**config.mk**
```make
export PLATFORM = sky130hd
export DESIGN_NAME = controller_reply_line_parser_flat
export DESIGN_NICKNAME = d
export VERILOG_FILES = /design/src/design/crlp_pkg.sv /design/src/design/crlp_if.sv /design/src/design/crlp_step.sv /design/src/design/controller_reply_line_parser.sv /design/src/flat_wrapper.sv
export SDC_FILE = /design/constraint.sdc
export NUM_CORES = 1
export LEC_CHECK = 0
export BUFFER_PORTS_ARGS = -buffer_cell sky130_fd_sc_hd__buf_2
export CAP_MARGIN = 20
export CORE_ASPECT_RATIO = 1.5
export CORE_MARGIN = 4
export CORE_UTILIZATION = 51
export DETAILED_ROUTE_END_ITERATION = 7
export PLACE_DENSITY_LB_ADDON = 0.15
export SYNTH_ARGS = -nofsm -noshare
export SYNTH_HDL_FRONTEND = slang
export SYNTH_SLANG_ARGS = --single-unit
```
**constraint.sdc**
```tcl
create_clock -name clk -period 3.2 [get_ports clk]
set_input_delay 0.32 -clock clk [delete_from_list [all_inputs] [get_ports clk]]
set_output_delay 0.32 -clock clk [all_outputs]
set_load 0.01 [all_outputs]
```
**src/design/crlp_pkg.sv**
```systemverilog
// ----------------------------------------------------------------------------
// crlp_pkg - shared definitions for the controller reply line parser
// Types, codes and constants used by the interfaces, the step logic and the
// top level.
// ----------------------------------------------------------------------------
package crlp_pkg;

  // Largest field and parameter count that is reported.
  localparam int unsigned MAX_FIELDS = 16;
  // Field counter may run one past MAX_FIELDS.
  localparam int unsigned CNT_W      = $clog2(MAX_FIELDS + 2);
  // Fixed payload widths.
  localparam int unsigned BYTE_W     = 8;
  localparam int unsigned ROLE_W     = 3;
  localparam int unsigned FIELD_W    = 5;
  localparam int unsigned CODE_W     = 2;

  // Special characters.
  localparam logic [BYTE_W-1:0] CHR_STX  = 8'h02;
  localparam logic [BYTE_W-1:0] CHR_TAB  = 8'h09;
  localparam logic [BYTE_W-1:0] CHR_C    = 8'h43;
  localparam logic [BYTE_W-1:0] CHR_W    = 8'h57;
  localparam logic [BYTE_W-1:0] CHR_E    = 8'h45;
  localparam logic [BYTE_W-1:0] CHR_S    = 8'h53;
  localparam logic [BYTE_W-1:0] CHR_Y    = 8'h59;
  localparam logic [BYTE_W-1:0] CHR_LA   = 8'h61;
  localparam logic [BYTE_W-1:0] CHR_LZ   = 8'h7A;
  localparam logic [BYTE_W-1:0] CHR_0    = 8'h30;
  localparam logic [BYTE_W-1:0] CHR_9    = 8'h39;
  localparam logic [BYTE_W-1:0] CASE_OFS = 8'h20;

  // Number of command letters in field 0.
  localparam logic [1:0] CMD_LEN = 2'd3;

  typedef enum logic [2:0] {
    PH_FIRST  = 3'd0,
    PH_TYPE   = 3'd1,
    PH_TABOPT = 3'd2,
    PH_CMD    = 3'd3,
    PH_PARAM  = 3'd4
  } phase_t;

  typedef enum logic [ROLE_W-1:0] {
    ROLE_STX     = 3'd0,
    ROLE_TYPE    = 3'd1,
    ROLE_TAB     = 3'd2,
    ROLE_CMD     = 3'd3,
    ROLE_TAIL    = 3'd4,
    ROLE_PARAM   = 3'd5,
    ROLE_IGNORED = 3'd6
  } role_t;

  typedef enum logic [CODE_W-1:0] {
    TYPE_C = 2'd0,
    TYPE_W = 2'd1,
    TYPE_E = 2'd2
  } type_code_t;

  typedef enum logic [CODE_W-1:0] {
    TAIL_NONE = 2'd0,
    TAIL_AXIS = 2'd1,
    TAIL_SYS  = 2'd2
  } tail_kind_t;

  // Parser state carried from one byte to the next.
  typedef struct packed {
    phase_t           phase;
    logic [1:0]       cmd_seen;
    logic             sys_match;
    logic             tail_present;
    logic             tail_digits;
    logic [CNT_W-1:0] field_cnt;
    logic             last_tab;
    logic             line_bad;
    type_code_t       type_held;
  } state_t;

  localparam state_t ST_RESET = '{
    phase:        PH_FIRST,
    cmd_seen:     2'd0,
    sys_match:    1'b1,
    tail_present: 1'b0,
    tail_digits:  1'b1,
    field_cnt:    '0,
    last_tab:     1'b0,
    line_bad:     1'b0,
    type_held:    TYPE_C
  };

  // One result item.
  typedef struct packed {
    logic [BYTE_W-1:0]  out_byte;
    role_t              role;
    logic [FIELD_W-1:0] field_number;
    logic               line_done;
    logic               line_valid;
    type_code_t         type_code;
    tail_kind_t         tail_kind;
    logic [FIELD_W-1:0] param_count;
  } result_t;

  // Expected upper-case letter of the word SYS at a given position.
  function automatic logic [BYTE_W-1:0] sys_letter(input logic [1:0] idx);
    logic [BYTE_W-1:0] chr;
    unique case (idx)
      2'd1:    chr = CHR_Y;
      default: chr = CHR_S;
    endcase
    return chr;
  endfunction

endpackage

```
**src/design/crlp_if.sv**
```systemverilog
// ----------------------------------------------------------------------------
// crlp_in_if / crlp_out_if - channels of the reply line parser
// Valid/ready channels for the input bytes and the tagged result items.
// ----------------------------------------------------------------------------
interface crlp_in_if;
  logic                          valid;
  logic                          ready;
  logic [crlp_pkg::BYTE_W-1:0]   data_byte;
  logic                          has_byte;
  logic                          is_last;

  modport source (output valid, data_byte, has_byte, is_last, input ready);
  modport sink   (input valid, data_byte, has_byte, is_last, output ready);
endinterface

interface crlp_out_if;
  logic                          valid;
  logic                          ready;
  logic [crlp_pkg::BYTE_W-1:0]   out_byte;
  logic [crlp_pkg::ROLE_W-1:0]   role;
  logic [crlp_pkg::FIELD_W-1:0]  field_number;
  logic                          line_done;
  logic                          line_valid;
  logic [crlp_pkg::CODE_W-1:0]   type_code;
  logic [crlp_pkg::CODE_W-1:0]   tail_kind;
  logic [crlp_pkg::FIELD_W-1:0]  param_count;

  modport source (output valid, out_byte, role, field_number, line_done, line_valid,
                  type_code, tail_kind, param_count, input ready);
  modport sink   (input valid, out_byte, role, field_number, line_done, line_valid,
                  type_code, tail_kind, param_count, output ready);
endinterface

```
**src/design/crlp_step.sv**
```systemverilog
// ----------------------------------------------------------------------------
// crlp_step - next-state and result logic for one reply line item
// Classifies one byte against the current parser state and, on the closing
// item, judges the whole line.
// ----------------------------------------------------------------------------
module crlp_step (
  input  crlp_pkg::state_t               st,
  input  logic [crlp_pkg::BYTE_W-1:0]    data_byte,
  input  logic                           has_byte,
  input  logic                           is_last,
  output crlp_pkg::state_t               st_nxt,
  output crlp_pkg::result_t              res
);
  import crlp_pkg::*;

  // Byte classification and state update.
  always_comb begin
    state_t            s;
    logic [BYTE_W-1:0] ob;
    role_t             role;
    logic              ok;
    tail_kind_t        tkind;
    logic [CNT_W:0]    n;
    logic [CNT_W-1:0]  fsat;
    logic [CNT_W:0]    nsat;

    s     = st;
    ob    = '0;
    role  = ROLE_IGNORED;
    ok    = 1'b0;
    tkind = TAIL_NONE;
    n     = '0;
    nsat  = '0;

    if (has_byte) begin
      ob = data_byte;
      priority if (st.line_bad) begin
        role = ROLE_IGNORED;
      end else if (st.phase == PH_FIRST && data_byte == CHR_STX) begin
        role    = ROLE_STX;
        s.phase = PH_TYPE;
      end else if (st.phase == PH_FIRST || st.phase == PH_TYPE) begin
        if (data_byte == CHR_C || data_byte == CHR_W || data_byte == CHR_E) begin
          role        = ROLE_TYPE;
          s.type_held = (data_byte == CHR_C) ? TYPE_C :
                        (data_byte == CHR_W) ? TYPE_W : TYPE_E;
          s.phase     = PH_TABOPT;
        end else begin
          s.line_bad = 1'b1;
        end
      end else if (st.phase == PH_TABOPT && data_byte == CHR_TAB) begin
        role    = ROLE_TAB;
        s.phase = PH_CMD;
      end else if (data_byte == CHR_TAB) begin
        // A tab in the command field needs all three letters first.
        role = ROLE_TAB;
        if (st.phase != PH_PARAM && st.cmd_seen != CMD_LEN) begin
          s.line_bad = 1'b1;
          s.phase    = PH_CMD;
        end else begin
          if (st.field_cnt <= CNT_W'(MAX_FIELDS)) begin
            s.field_cnt = st.field_cnt + 1'b1;
          end
          s.last_tab = 1'b1;
          s.phase    = PH_PARAM;
        end
      end else if (st.phase == PH_PARAM) begin
        role       = ROLE_PARAM;
        s.last_tab = 1'b0;
      end else begin
        s.phase = PH_CMD;
        if (st.cmd_seen != CMD_LEN) begin
          if (data_byte >= CHR_LA && data_byte <= CHR_LZ) begin
            ob = data_byte - CASE_OFS;
          end
          role = ROLE_CMD;
          if (ob != sys_letter(st.cmd_seen)) begin
            s.sys_match = 1'b0;
          end
          s.cmd_seen = st.cmd_seen + 1'b1;
        end else begin
          role           = ROLE_TAIL;
          s.tail_present = 1'b1;
          if (data_byte < CHR_0 || data_byte > CHR_9) begin
            s.tail_digits = 1'b0;
          end
        end
      end
    end

    // Field number of this byte, saturated.
    fsat = (s.field_cnt > CNT_W'(MAX_FIELDS)) ? CNT_W'(MAX_FIELDS) : s.field_cnt;

    // Line verdict, taken on the state after this byte.
    if (is_last) begin
      ok = !s.line_bad && (s.phase == PH_CMD || s.phase == PH_PARAM) &&
           s.cmd_seen == CMD_LEN &&
           !(s.tail_present && !s.tail_digits && !s.sys_match);
      if (ok) begin
        tkind = s.tail_present ? (s.tail_digits ? TAIL_AXIS : TAIL_SYS) : TAIL_NONE;
        n = {1'b0, s.field_cnt} - {{CNT_W{1'b0}}, s.last_tab}
            + {{CNT_W{1'b0}}, (tkind == TAIL_SYS)};
        nsat = (n > (CNT_W+1)'(MAX_FIELDS)) ? (CNT_W+1)'(MAX_FIELDS) : n;
      end
    end

    res.out_byte     = ob;
    res.role         = role;
    res.field_number = FIELD_W'(fsat);
    res.line_done    = is_last;
    res.line_valid   = ok;
    res.type_code    = ok ? s.type_held : TYPE_C;
    res.tail_kind    = tkind;
    res.param_count  = FIELD_W'(nsat);

    st_nxt = is_last ? ST_RESET : s;
  end

endmodule

```
**src/design/controller_reply_line_parser.sv**
```systemverilog
// ----------------------------------------------------------------------------
// controller_reply_line_parser - tags the bytes of a motion-controller reply
// Parses a reply line one byte per transfer and reports its verdict at the
// closing item.
// ----------------------------------------------------------------------------
// Usage:
//   in_ch carries one item per transfer: a byte, a flag saying whether the byte
//   belongs to the line, and a flag marking the item that closes the line.
//   out_ch returns exactly one result per input item, in order: the byte
//   (command letters upper-cased), its role and field number, and on the
//   closing item the line verdict, type, tail kind and parameter count.
//   The result of an item is on out_ch the cycle after its transfer. Throughput
//   is one item per cycle while the receiver keeps taking results, set by the
//   single result register; an item is taken whenever that register is empty
//   or being emptied in the same cycle.
//   When the receiver stalls, the pending result holds and in_ch.ready drops
//   until it is taken; no result is lost.
//   Reset (rst_n low, synchronous) empties the result register and returns
//   the parser to the start of a line. Every closing item does the same to
//   the parser state.
// ----------------------------------------------------------------------------
module controller_reply_line_parser (
  input  logic      clk,
  input  logic      rst_n,
  crlp_in_if.sink   in_ch,
  crlp_out_if.source out_ch
);
  import crlp_pkg::*;

  state_t  st_r;
  state_t  st_nxt;
  result_t res_r;
  result_t res_nxt;
  logic    out_valid_r;
  logic    in_fire;

  // Take an item whenever the result register is free this cycle.
  assign in_ch.ready = !out_valid_r || out_ch.ready;
  assign in_fire     = in_ch.valid && in_ch.ready;

  crlp_step u_step (
    .st        (st_r),
    .data_byte (in_ch.data_byte),
    .has_byte  (in_ch.has_byte),
    .is_last   (in_ch.is_last),
    .st_nxt    (st_nxt),
    .res       (res_nxt)
  );

  // Parser state and result valid.
  always_ff @(posedge clk) begin
    if (!rst_n) begin
      st_r        <= ST_RESET;
      out_valid_r <= 1'b0;
    end else begin
      if (in_fire) begin
        st_r <= st_nxt;
      end
      if (in_fire) begin
        out_valid_r <= 1'b1;
      end else if (out_ch.ready) begin
        out_valid_r <= 1'b0;
      end
    end
  end

  // Result payload.
  always_ff @(posedge clk) begin
    if (in_fire) begin
      res_r <= res_nxt;
    end
  end

  assign out_ch.valid        = out_valid_r;
  assign out_ch.out_byte     = res_r.out_byte;
  assign out_ch.role         = res_r.role;
  assign out_ch.field_number = res_r.field_number;
  assign out_ch.line_done    = res_r.line_done;
  assign out_ch.line_valid   = res_r.line_valid;
  assign out_ch.type_code    = res_r.type_code;
  assign out_ch.tail_kind    = res_r.tail_kind;
  assign out_ch.param_count  = res_r.param_count;

endmodule

```
**src/flat_wrapper.sv**
```systemverilog
// flat-port wrapper written by rule: the top's interface ports become plain ports
module controller_reply_line_parser_flat import crlp_pkg::*;
  (clk, rst_n, in_ch_valid, in_ch_data_byte, in_ch_has_byte, in_ch_is_last, in_ch_ready, out_ch_valid, out_ch_out_byte, out_ch_role, out_ch_field_number, out_ch_line_done, out_ch_line_valid, out_ch_type_code, out_ch_tail_kind, out_ch_param_count, out_ch_ready);
  crlp_in_if in_ch_i ();
  crlp_out_if out_ch_i ();
  input  logic clk;
  input  logic rst_n;
  input wire logic [$bits(in_ch_i.valid)-1:0] in_ch_valid;
  input wire logic [$bits(in_ch_i.data_byte)-1:0] in_ch_data_byte;
  input wire logic [$bits(in_ch_i.has_byte)-1:0] in_ch_has_byte;
  input wire logic [$bits(in_ch_i.is_last)-1:0] in_ch_is_last;
  output wire logic [$bits(in_ch_i.ready)-1:0] in_ch_ready;
  output wire logic [$bits(out_ch_i.valid)-1:0] out_ch_valid;
  output wire logic [$bits(out_ch_i.out_byte)-1:0] out_ch_out_byte;
  output wire logic [$bits(out_ch_i.role)-1:0] out_ch_role;
  output wire logic [$bits(out_ch_i.field_number)-1:0] out_ch_field_number;
  output wire logic [$bits(out_ch_i.line_done)-1:0] out_ch_line_done;
  output wire logic [$bits(out_ch_i.line_valid)-1:0] out_ch_line_valid;
  output wire logic [$bits(out_ch_i.type_code)-1:0] out_ch_type_code;
  output wire logic [$bits(out_ch_i.tail_kind)-1:0] out_ch_tail_kind;
  output wire logic [$bits(out_ch_i.param_count)-1:0] out_ch_param_count;
  input wire logic [$bits(out_ch_i.ready)-1:0] out_ch_ready;
  assign in_ch_i.valid = in_ch_valid;
  assign in_ch_i.data_byte = in_ch_data_byte;
  assign in_ch_i.has_byte = in_ch_has_byte;
  assign in_ch_i.is_last = in_ch_is_last;
  assign in_ch_ready = in_ch_i.ready;
  assign out_ch_valid = out_ch_i.valid;
  assign out_ch_out_byte = out_ch_i.out_byte;
  assign out_ch_role = out_ch_i.role;
  assign out_ch_field_number = out_ch_i.field_number;
  assign out_ch_line_done = out_ch_i.line_done;
  assign out_ch_line_valid = out_ch_i.line_valid;
  assign out_ch_type_code = out_ch_i.type_code;
  assign out_ch_tail_kind = out_ch_i.tail_kind;
  assign out_ch_param_count = out_ch_i.param_count;
  assign out_ch_i.ready = out_ch_ready;
  controller_reply_line_parser u_core (.clk(clk), .rst_n(rst_n), .in_ch(in_ch_i), .out_ch(out_ch_i));
endmodule
```
==> summary.txt, run 1 <==
Die Footprint - 6720 um2
Slowest cell on crit path - or3b_4
Static Leakage - 1.53 nW
Register bit total from synthesis - 45
Fraction of layout instances using a drive strength above 1 - 38.9%
Htree depth - 2
Routed met2 length - 4.25 mm
Chip height - 98.4 um
Number of synthesized flops with an enable pin - 27
Pwr per Cell Area - 305 nW/um2
Worst EP required - 3.33 ns
Die X - 68.3 um
Critical Path End Type - flip-flop
IO buf count - 42
Max Used Layer - met4
Fillers - 410
Relative max-transition margin - 49.6%
Drt drc - 0
Power after layout - 1.14 mW
Synth area leader - edfxtp_1
Worst-Skew Late Latency - 0.29 ns
First-pass GRT wire length - 11.7 mm
Tmin final - 3.06 ns
Final Skew - 0.00883 ns
Crit path largest cell delay - 0.44 ns
Starting Density - 53.4%
Post-DP HPWL - 5.83 mm
Max Slew Vio Count - 0
F_max - 327 MHz
Worst-Margin Slew - 0.749 ns
Clock sinks - 45
Vias in the first global route - 2428
Synth Instances - 290
Final wirelength - 7.60 mm
FP Rows - 32
Syn Nets - 315
Post-synth top area share - 29.2%
Vias per inst - 5.73
CP Launch Type - flip-flop
Global Route Usage Sum - 22.9%
Initial DRC count - 143
Asr flop ratio synth - 0%
Yosys cell types - 67
Mapped Area - 2780 um2
Clk slew on worst S/H paths - 0.09 ns
Final Hold Fails - 0
Top post-synthesis cells by area - edfxtp_1, dfxtp_1, ha_1, a21oi_1, nor2_1
Boundary pin count - 43
CTS Buf Count - 5
Drt pass-1 iters - 4
Synth Warn # - 0
Unrepaired setup endpoints after global routing - true
CP max FO - 5
Max-cap violations - 0
Layout overhead on the synthesized area - 34.4%
WL/cell - 16.8 um
WP data arrival - 3.19 ns
Final ANT Viol Nets - 0
Crit-path cells - or3b_4 > o21ai_4 > nand4_1 > buf_6 > mux2i_4 > ha_4 > a211oi_2 > xor2_1 > a31oi_1 > o31ai_1 > nand2_2 > nor4b_2
Final TNS setup - 0 ns
FF-to-FF setup slack - 0.14 ns
Gr ovfl total - 0
Period utilization - 95.5%
Met1 wire length - 2.78 mm
Crit path kind - flip-flop to flip-flop
Outcome - complete, no violations
Diodes inserted - 0
Largest net degree at the start of global routing - 34
Routability congestion estimate from global placement - 0.947
Layout net count - 407
Peak VDD IR - 0.236 mV
Hold crit path type - primary input to flip-flop
Synth Area per Inst - 9.59 um2
Root Buffer - clkbuf_8
CORE AREA - 5200 um2
Routed met3 length - 288 um
Initial antenna violation count - 0
CTS tree - done
Clk buf depth - 2
Vias - 2582
Final setup violating endpoints - 0
Synth Flop Type - edfxtp_1
Sequential share of the synthesized area - 42.1%
[cell type report]
type                       count  area [um2]  area share, %
clock buffer                   8        90.1           2.41
inverter                      19        71.3           1.91
multi-input combinational    213        1660           44.5
sequential                    45        1180           31.7
tap                           68        85.1           2.28
timing repair buffer          98         646           17.3
[worst paths after layout]
| kind | start | endpoint | cells past startpoint |
|---|---|---|---|
| setup reg to reg | u_core.st_r[14]$_SDFFE_PN0P_ | u_core.out_ch.param_count[1]$_SDFFCE_PP0P_ | 12 |
| hold reg to reg | u_core.st_r[0]$_SDFFE_PN0P_ | u_core.st_r[0]$_SDFFE_PN0P_ | 2 |
| hold / removal | in_ch_valid | u_core.out_ch.valid$_SDFFE_PN0P_ | 3 |
| setup / recovery | u_core.st_r[14]$_SDFFE_PN0P_ | u_core.out_ch.param_count[1]$_SDFFCE_PP0P_ | 12 |
[report_power, final]
group / leakage (nW) / internal (mW) / switching (mW) / total (mW)
Combinational: 1.06 / 0.0560 / 0.0841 / 0.140
Sequential: 0.417 / 0.631 / 0.00446 / 0.636
Clock: 0.0455 / 0.176 / 0.187 / 0.363
[through the flow]
stage                     util, %  hold slack, ns  worst slack (ns)  std cells  instance area (um2)
after global placement       65.8           0.471           -0.0538        436                 3430
after global routing         71.8           0.279           -0.0588        451                 3740
final                        71.8           0.288             0.145        451                 3740
after detailed placement     65.8           0.479            -0.137        436                 3430
after CTS                    68.3           0.279            0.0569        444                 3550
after floorplan                 -           0.419           0.00180        290                 2840
[critical path, delay by kind of cell, from the launching register on]
kind	cells	cell delay [ns]
simple gates	4	0.97
compound gates	4	0.69
flops	1	0.37
mux	1	0.26
fa+ha+maj	1	0.25
xor+xnor	1	0.18
buf+inv	1	0.17
[kinds of logic after synthesis]
kind of cell / count (synthesis) / share of synthesized area (%)
AO/OA/AOI/OAI: 86 / 21.1
XOR/XNOR: 10 / 3.15
adder cells (fa/ha/maj): 11 / 5.22
buffers and inverters: 32 / 5.22
flip-flops: 45 / 42.1
multiplexers: 4 / 1.67
AND/OR/NAND/NOR: 102 / 21.6
[sequential cells by signal (all words and copies together) (netlist names)]
signal and cells:
u_core.out_ch.field_number 5, u_core.out_ch.line_done 1, u_core.out_ch.line_valid 1, u_core.out_ch.out_byte 8, u_core.out_ch.param_count 5, u_core.out_ch.role 3
u_core.out_ch.tail_kind 2, u_core.out_ch.type_code 2, u_core.out_ch.valid 1, u_core.st_r 17
[layer usage]
layer	up-vias	global-route usage [%]
li1	1258	-
met4	0	8.88
met1	1231	24.7
met2	69	42.6
met5	-	0
met3	24	3.53
[synthesized netlist by cell type (6+ instances only)]
cell	number
nor3_1	6
a31oi_1	6
edfxtp_1	27
nand2_1	19
xnor2_1	7
ha_1	10
nor2_1	21
o21ai_0	12
nor2b_1	8
and2_1	8
a21oi_1	18
dfxtp_1	18
nand3_1	8
inv_1	18
[cells in the final DEF, fill, tap and decap left out, types with 3 or more instances in the layout]
master / count
a21boi_0: 4
a21o_1: 5
a21oi_1: 14
a22oi_1: 3
a31oi_1: 6
and2_1: 8
buf_2: 42
buf_4: 52
buf_6: 4
clkbuf_8: 6
dfxtp_1: 14
dfxtp_4: 3
edfxtp_1: 27
ha_1: 6
ha_4: 3
inv_1: 16
inv_2: 3
nand2_1: 18
nand3_1: 8
nor2_1: 20
nor2b_1: 8
nor3_1: 5
nor3b_1: 5
o21a_1: 5
o21ai_0: 11
o21ai_1: 4
o31ai_1: 3
xnor2_1: 5
xor2_1: 3
[timing repair]
action,CTS,global route
pin swaps,9,16
endpoints found under the hold margin,0,0
hold buffers,0,0
gates resized for setup,8,28
setup endpoints to repair,4,5
setup buffers,0,7
No activity file was read; power rests on OpenSTA's default activity.
==> run 2, diff against run 1 <==
CORE_UTILIZATION = 30   (was 51)
GPL_TIMING_DRIVEN = 0   (was not set)
==> run 2 against run 1 <==
- via count down 5.3%
- clock-buffer cell count is 3 lower
- total power up 15%
- die area is 62% higher
- clock power rose by 45%
- first-iteration DRC count shrank 0.70%
- global-route usage down 8.8 points
- clock skew is 0.0047 ns lower
- routed wire length is 2.3% higher
==> summary.txt, run 2 (same netlist as run 1, synthesis figures left out) <==
CTS tree - done (unchanged)
Worst EP required - 3.32 ns (was 3.33 ns)
Unrepaired setup endpoints after global routing - true (unchanged)
IO buf count - 40 (was 42)
Initial antenna violation count - 0 (unchanged)
Max Slew Vio Count - 0 (unchanged)
Crit path largest cell delay - 0.41 ns (was 0.44 ns)
Boundary pin count - 43 (unchanged)
Drt drc - 0 (unchanged)
CTS Buf Count - 5 (unchanged)
Reg-to-Reg Start - u_core.st_r[16]$_SDFFE_PN0P_ (was u_core.st_r[14]$_SDFFE_PN0P_)
Peak VDD IR - 0.225 mV (was 0.236 mV)
Routed met2 length - 4.34 mm (was 4.25 mm)
Vias - 2446 (was 2582)
CTS Hold Bufs - 0 (unchanged)
Tmin final - 3.19 ns (was 3.06 ns)
Met1 wire length - 2.99 mm (was 2.78 mm)
Routed met3 length - 271 um (was 288 um)
CP max FO - 4 (was 5)
Outcome - complete, no violations (unchanged)
CP Launch Type - flip-flop (unchanged)
Max reg flops - 17 (unchanged)
Root Buffer - clkbuf_16 (was clkbuf_8)
Largest reg by FF count - u_core.st_r (unchanged)
Commonest cells after routing, fill and taps aside - buf_2, edfxtp_1, nor2_1 (was buf_4, buf_2, edfxtp_1)
WL/cell - 16.8 um (about the same)
Max-cap violations - 0 (unchanged)
Vias in the first global route - 2393 (was 2428)
Largest net degree at the start of global routing - 23 (was 34)
Most common cell after layout, fill and taps aside - buf_2 (was buf_4)
Static Leakage - 1.40 nW (was 1.53 nW)
CORE AREA - 8930 um2 (was 5200 um2)
Die Footprint - 10900 um2 (was 6720 um2)
Clk slew on worst S/H paths - 0.07 ns (was 0.09 ns)
Final ANT Viol Nets - 0 (unchanged)
Worst-Margin Slew - 0.778 ns (was 0.749 ns)
Crit-path cells - buf_6 > or3b_4 > o21ai_4 > and3_4 > nand2b_4 > ha_1 > inv_2 > ha_4 > fa_2 > nor3_2 > a31oi_1 > o31ai_1 > nand2_2 > nor4b_2 (was or3b_4 > o21ai_4 > nand4_1 > buf_6 > mux2i_4 > ha_4 > a211oi_2 > xor2_1 > a31oi_1 > o31ai_1 > nand2_2 > nor4b_2)
Drt pass-1 iters - 6 (was 4)
Layout overhead on the synthesized area - 32.4% (was 34.4%)
FP Rows - 42 (was 32)
Post-DP HPWL - 5.65 mm (was 5.83 mm)
Relative max-transition margin - 47.6% (was 49.6%)
Crit path from - u_core.st_r[16]$_SDFFE_PN0P_ (was u_core.st_r[14]$_SDFFE_PN0P_)
Non-Filler Instances - 464 (was 451)
Routability congestion estimate from global placement - 0.863 (was 0.947)
Max Used Layer - met4 (unchanged)
Clock sinks - 45 (unchanged)
Diodes inserted - 0 (unchanged)
Clk buf depth - 2 (unchanged)
Starting Density - 31.1% (was 53.4%)
Slack of the critical path - 0.0134 ns (was 0.145 ns)
Worst min-delay path startpoint - in_ch_valid (unchanged)
Worst-Skew Late Latency - 0.29 ns (about the same)
Power after layout - 1.31 mW (was 1.14 mW)
Hold crit path type - primary input to flip-flop (unchanged)
Initial DRC count - 142 (was 143)
Critical Path End Type - flip-flop (unchanged)
Period utilization - 99.6% (was 95.5%)
Final setup violating endpoints - 0 (unchanged)
Crit path kind - flip-flop to flip-flop (unchanged)
F_max - 314 MHz (was 327 MHz)
Global Route Usage Sum - 14.1% (was 22.9%)
Gr ovfl total - 0 (unchanged)
Fraction of layout instances using a drive strength above 1 - 35.0% (was 38.9%)
Die X - 86.6 um (was 68.3 um)
Chip height - 126 um (was 98.4 um)
Final Skew - 0.00418 ns (was 0.00883 ns)
Pre-CTS WS - -0.539 ns (was -0.137 ns)
Htree depth - 2 (unchanged)
Vias per inst - 5.27 (was 5.73)
Slowest cell on crit path - fa_2 (was or3b_4)
WP data arrival - 3.31 ns (was 3.19 ns)
Pwr per Cell Area - 355 nW/um2 (was 305 nW/um2)
Layout net count - 378 (was 407)
Final wirelength - 7.77 mm (was 7.60 mm)
First-pass GRT wire length - 12.1 mm (was 11.7 mm)
Final Hold Fails - 0 (unchanged)
Placed insts - 441 (was 436)
## run 2: cell count changes in the layout (fill, tap and decap cells not counted), moves of 2 or more
cell and delta:
dfxtp_1 -2, buf_4 -33, clkbuf_1 +2, clkbuf_4 +3
buf_2 -5, clkbuf_8 -6, a21oi_2 +3, clkbuf_16 +5
dfxtp_2 +3, a21oi_4 -2
## run 2: per-stage QoR
step,util [%],area [um2],setup TNS (ns),hold slack (ns)
floorplan,-,2840,0,0.419
global placement,35.6,3180,-2.79,0.473
detailed placement,35.9,3210,-2.41,0.469
CTS,38.8,3470,0,0.278
global route,41.2,3680,-0.452,0.292
finish,41.2,3680,0,0.285
## run 2: worst max-delay path: cells and delay by family, from the launching register on
kind | cells | cell delay (ns)
compound gates | 3 | 0.43
buf+inv | 2 | 0.15
fa+ha+maj | 3 | 0.71
simple gates | 6 | 1.37
flops | 1 | 0.35
## run 2: area by class of cell
type / count / area [um2]
Inverter: 19 / 71.3
Tap cell: 110 / 138
Multi-Input combinational cell: 213 / 1690
Timing Repair Buffer: 59 / 378
Sequential cell: 45 / 1180
Buffer: 10 / 71.3
Clock buffer: 5 / 125
Fill cell: 914 / 5250
Clock inverter: 3 / 21.3
## run 2: power by group
group / internal [mW] / switching [mW] / total (mW)
Sequential: 0.633 / 0.00501 / 0.638
Clock: 0.291 / 0.236 / 0.527
Combinational: 0.0549 / 0.0855 / 0.140
## run 2: worst paths after layout
path                                                                    to  slack, ns  cells after the start
worst min-delay path                      u_core.out_ch.valid$_SDFFE_PN0P_       0.28                      3
worst max register to register  u_core.out_ch.param_count[0]$_SDFFCE_PP0P_       0.01                     14
worst max-delay path            u_core.out_ch.param_count[0]$_SDFFCE_PP0P_       0.01                     14
worst min register to register                 u_core.st_r[9]$_SDFFE_PN1P_       0.48                      2
## run 2: timing repair
action	in CTS	in global routing
endpoints found under the setup margin	5	5
pin swaps	8	21
buffers inserted	6	12
resized for setup	18	34
## run 2: layer usage
layer / vias to the layer above / track usage [%]
li1: 1204 / -
met1: 1170 / 15.2
met2: 60 / 26.5
met3: 12 / 2.48
met4: 0 / 5.69
met5: - / 0
==> run 3, diff against run 2 <==
--- a/config.mk
+++ b/config.mk
@@ -16,3 +16,4 @@
 export SYNTH_ARGS = -nofsm -noshare
 export SYNTH_HDL_FRONTEND = slang
+export SYNTH_HIERARCHICAL = 1
 export SYNTH_SLANG_ARGS = --single-unit
==> constraint.sdc (replaced) <==
create_clock -name clk -period 3.2 [get_ports clk]
set_input_delay 0.32 -clock clk [delete_from_list [all_inputs] [get_ports clk]]
set_output_delay 0.32 -clock clk [all_outputs]
set_load 0.1 [all_outputs]
==> run 3 against run 2 <==
- sequential share of layout area fell by 3.3 points
- clock-buffer cell count increased by 1
- setup slack improved by 0.048 ns
- clock skew increased by 0.0016 ns
- die area rose by 11%
- critical endpoint is now u_core/out_ch.param_count[0]$_DFFE_PP_
- synthesized area is 12% higher
- total power is 18% higher
- sequential power increased by 0.6%
==> summary.txt, run 3 <==
Outcome - complete, no violations (unchanged)
Multiplexer share of the synthesized area - 5.84% (was 1.67%)
Crit path largest cell delay - 0.45 ns (was 0.41 ns)
Starting Density - 30.7% (was 31.1%)
Final ANT Viol Nets - 0 (unchanged)
Root Buffer - clkbuf_16 (unchanged)
Crit-path cells - or3b_4 > nand2_4 > nand4_1 > buf_6 > xnor2_4 > inv_2 > ha_4 > inv_2 > fa_2 > nor2b_4 > and4b_1 > a2bb2oi_2 > o32ai_4 > nor2_4 > nor3b_2 (was buf_6 > or3b_4 > o21ai_4 > and3_4 > nand2b_4 > ha_1 > inv_2 > ha_4 > fa_2 > nor3_2 > a31oi_1 > o31ai_1 > nand2_2 > nor4b_2)
Syn Nets - 377 (was 315)
Max-cap violations - 0 (unchanged)
Drt pass-1 iters - 4 (was 6)
Post-Synth Simple-Gate Area - 26.7% (was 21.6%)
Number of synthesized flops with an enable pin - 27 (unchanged)
Layout net count - 440 (was 378)
Sw frac - 30.4% (was 25.0%)
Final Skew - 0.00574 ns (was 0.00418 ns)
Relative max-transition margin - 59.4% (was 47.6%)
Vias per inst - 5.34 (was 5.27)
Vias in the first global route - 2872 (was 2393)
WL/cell - 17.2 um (was 16.8 um)
Internal power - 1.07 mW (was 979 uW)
Chip height - 133 um (was 126 um)
WP data arrival - 3.27 ns (was 3.31 ns)
Worst EP required - 3.33 ns (was 3.32 ns)
Largest reg by FF count - u_core/st_r (was u_core.st_r)
Sequential Power Share - 41.8% (was 48.9%)
Final setup violating endpoints - 0 (unchanged)
Clock share of power - 38.4% (was 40.4%)
Hold crit path type - primary input to flip-flop (unchanged)
Yosys cell types - 68 (was 67)
CP max FO - 5 (was 4)
Non-Filler Instances - 533 (was 464)
Gr ovfl total - 0 (unchanged)
Post-synth top area share - 26.1% (was 29.2%)
Most common cell after layout, fill and taps aside - nand2_1 (was buf_2)
Top-count cell post-synth - nand2_1 (was edfxtp_1)
Asr flop ratio synth - 0% (unchanged)
Post-DP HPWL - 6.49 mm (was 5.65 mm)
Clk buf depth - 2 (unchanged)
IO buf count - 39 (was 40)
Synth Area per Inst - 8.83 um2 (was 9.59 um2)
Worst-Skew Late Latency - 0.29 ns (about the same)
Final Hold Fails - 0 (unchanged)
Drt drc - 0 (unchanged)
Tmin final - 3.14 ns (was 3.19 ns)
Synth Flop Type - edfxtp_1 (unchanged)
Post-synth top cells - nand2_1, nor2_1, edfxtp_1, inv_1, dfxtp_1 (was edfxtp_1, nor2_1, nand2_1)
Period utilization - 98.1% (was 99.6%)
Initial antenna violation count - 0 (unchanged)
Switching pwr - 467 uW (was 327 uW)
Max Slew Vio Count - 0 (unchanged)
Die X - 91.1 um (was 86.6 um)
Clk slew on worst S/H paths - 0.06 ns (was 0.07 ns)
CTS tree - done (unchanged)
Clock sinks - 45 (unchanged)
Power after layout - 1.54 mW (was 1.31 mW)
Synth Warn # - 6 (was 0)
Commonest cells after routing, fill and taps aside - nand2_1, buf_2, nor2_1 (was buf_2, edfxtp_1, nor2_1)
Synth Area in Adders - 4.67% (was 5.22%)
R2R cell count - 15 (was 14)
Htree depth - 2 (unchanged)
Sequential share of the synthesized area - 37.7% (was 42.1%)
Worst-Margin Slew - 0.608 ns (was 0.778 ns)
Die Footprint - 12100 um2 (was 10900 um2)
Compound-cell area share of the yosys netlist - 16.1% (was 21.1%)
Fraction of layout instances using a drive strength above 1 - 33.9% (was 35.0%)
Synth Instances - 352 (was 290)
CORE AREA - 10100 um2 (was 8930 um2)
Pre-CTS WS - -0.750 ns (was -0.539 ns)
First-pass GRT wire length - 14.5 mm (was 12.1 mm)
Main combinational cell family by area after synthesis - simple AND/OR/NAND/NOR gates (unchanged)
Slowest cell on crit path - or3b_4 (was fa_2)
Placed insts - 508 (was 441)
WP buf/inv - 3 (was 2)
Top delay family on crit path - simple AND/OR/NAND/NOR gates (unchanged)
Diodes inserted - 0 (unchanged)
Vias - 2848 (was 2446)
Mapped Area - 3110 um2 (was 2780 um2)
Slack of the critical path - 0.0615 ns (was 0.0134 ns)
Xor and xnor fraction of the mapped netlist area - 1.69% (was 3.15%)
WHS Path Cells - 1 (was 3)
Global Route Usage Sum - 15.2% (was 14.1%)
Peak VDD IR - 0.176 mV (was 0.225 mV)
Max reg flops - 17 (unchanged)
Path length in cells of the critical path - 15 (was 14)
Cell repeated most along the worst path - inv_2
Top post-synthesis cells by area - edfxtp_1, dfxtp_1, nand2_1, mux2i_1, nor2_1 (was edfxtp_1, dfxtp_1, ha_1, a21oi_1, nor2_1)
CTS Buf Count - 5 (unchanged)
Crit path kind - flip-flop to flip-flop (unchanged)
CTS Hold Bufs - 0 (unchanged)
Synth area leader - edfxtp_1 (unchanged)
Boundary pin count - 43 (unchanged)
Comb pwr share - 19.8% (was 10.8%)
F_max - 319 MHz (was 314 MHz)
Largest net degree at the start of global routing - 37 (was 23)
Pwr per Cell Area - 374 nW/um2 (was 355 nW/um2)
Final wirelength - 9.19 mm (was 7.77 mm)
Register bit total from synthesis - 45 (unchanged)
FP Rows - 45 (was 42)
Area after DPL - 3520 um2 (was 3210 um2)
Static Leakage - 1.56 nW (was 1.40 nW)
Unrepaired setup endpoints after global routing - true (unchanged)
Final TNS setup - 0 ns (unchanged)
Routability congestion estimate from global placement - 0.921 (was 0.863)
Initial DRC count - 104 (was 142)
Final instance area - 4110 um2 (was 3680 um2)
Critical Path End Type - flip-flop (unchanged)
CP Launch Type - flip-flop (unchanged)
Layout overhead on the synthesized area - 32.3% (was 32.4%)
==> run 3: cell count changes after synthesis, sizes merged, moves of 5 or more <==
| cell | previous run | this run |
|---|---|---|
| nand2 | 19 | 48 |
| o21ai | 16 | 11 |
| inv | 19 | 27 |
| mux2i | 2 | 17 |
| nor3 | 7 | 14 |
| nor2 | 21 | 38 |
==> run 3: metrics by stage <==
| step | util, % | hold slack, ns |
|---|---|---|
| 2_1_floorplan | - | 0.431 |
| 3_3_place_gp | 34.7 | 0.441 |
| 3_5_place_dp | 34.7 | 0.449 |
| 4_1_cts | 39.5 | 0.197 |
| 5_1_grt | 40.6 | 0.196 |
| 6_report | 40.6 | 0.206 |
==> run 3: final timing paths <==
path,from,end,slack (ns)
min reg2reg,u_core/st_r[0]$_SDFFE_PN0P_,u_core/st_r[0]$_SDFFE_PN0P_,0.47
min,in_ch_is_last,u_core/out_ch.line_done$_DFFE_PP_,0.21
max reg2reg,u_core/st_r[16]$_SDFFE_PN0P_,u_core/out_ch.param_count[0]$_DFFE_PP_,0.06
max,u_core/st_r[16]$_SDFFE_PN0P_,u_core/out_ch.param_count[0]$_DFFE_PP_,0.06
==> run 3: layout make-up <==
| class | count | area, um2 |
|---|---|---|
| Buffer | 17 | 160 |
| Clock buffer | 6 | 129 |
| Clock inverter | 2 | 33.8 |
| Fill cell | 1012 | 6020 |
| Inverter | 27 | 101 |
| Multi-Input combinational cell | 261 | 2010 |
| Sequential cell | 45 | 1190 |
| Tap cell | 117 | 146 |
| Timing Repair Buffer | 58 | 347 |
==> run 3: worst reg2reg max path, stage by stage, from the launching register on <==
cell and delay [ns]:
dfxtp_4 0.39, or3b_4 0.45, nand2_4 0.11, nand4_1 0.11, buf_6 0.17, xnor2_4 0.15
inv_2 0.09, ha_4 0.14, inv_2 0.04, fa_2 0.38, nor2b_4 0.15, and4b_1 0.21
a2bb2oi_2 0.07, o32ai_4 0.27, nor2_4 0.09, nor3b_2 0.17
==> run 3: kinds of logic (layout without fill, tap and decap cells) <==
kind of cell / after synthesis / in the layout
and+or+nand+nor: 160 / 160
muxes: 18 / 18
buffers and inverters: 46 / 110
DFF: 45 / 45
xor gates and xnor gates: 6 / 6
AOI/OAI and AO/OA: 66 / 66
adders and majority gates: 11 / 11
==> run 3: power groups by stage <==
stage / clock (mW) / sequential [mW] / combinational [mW]
finish: 0.591 / 0.642 / 0.305
global route: 0.632 / 0.645 / 0.319
CTS: 0.613 / 0.643 / 0.306
detailed placement: 0 / 0.655 / 0.296
global placement: 0 / 0.654 / 0.295
floorplan: 0 / 0.784 / 0.103
==> run 3: timing repair <==
action	4_1_cts	5_1_grt
resized for setup	52	17
setup endpoints to repair	5	5
buffers inserted	16	3
pin swaps	19	1
==> run 3: routing by layer <==
layer | wire length, um | up-vias | GRT usage, %
met5 | 0 | - | 0
met4 | 321 | 0 | 6.38
met3 | 234 | 18 | 2.39
met2 | 5110 | 53 | 29.7
met1 | 3530 | 1393 | 15.6
li1 | - | 1384 | -
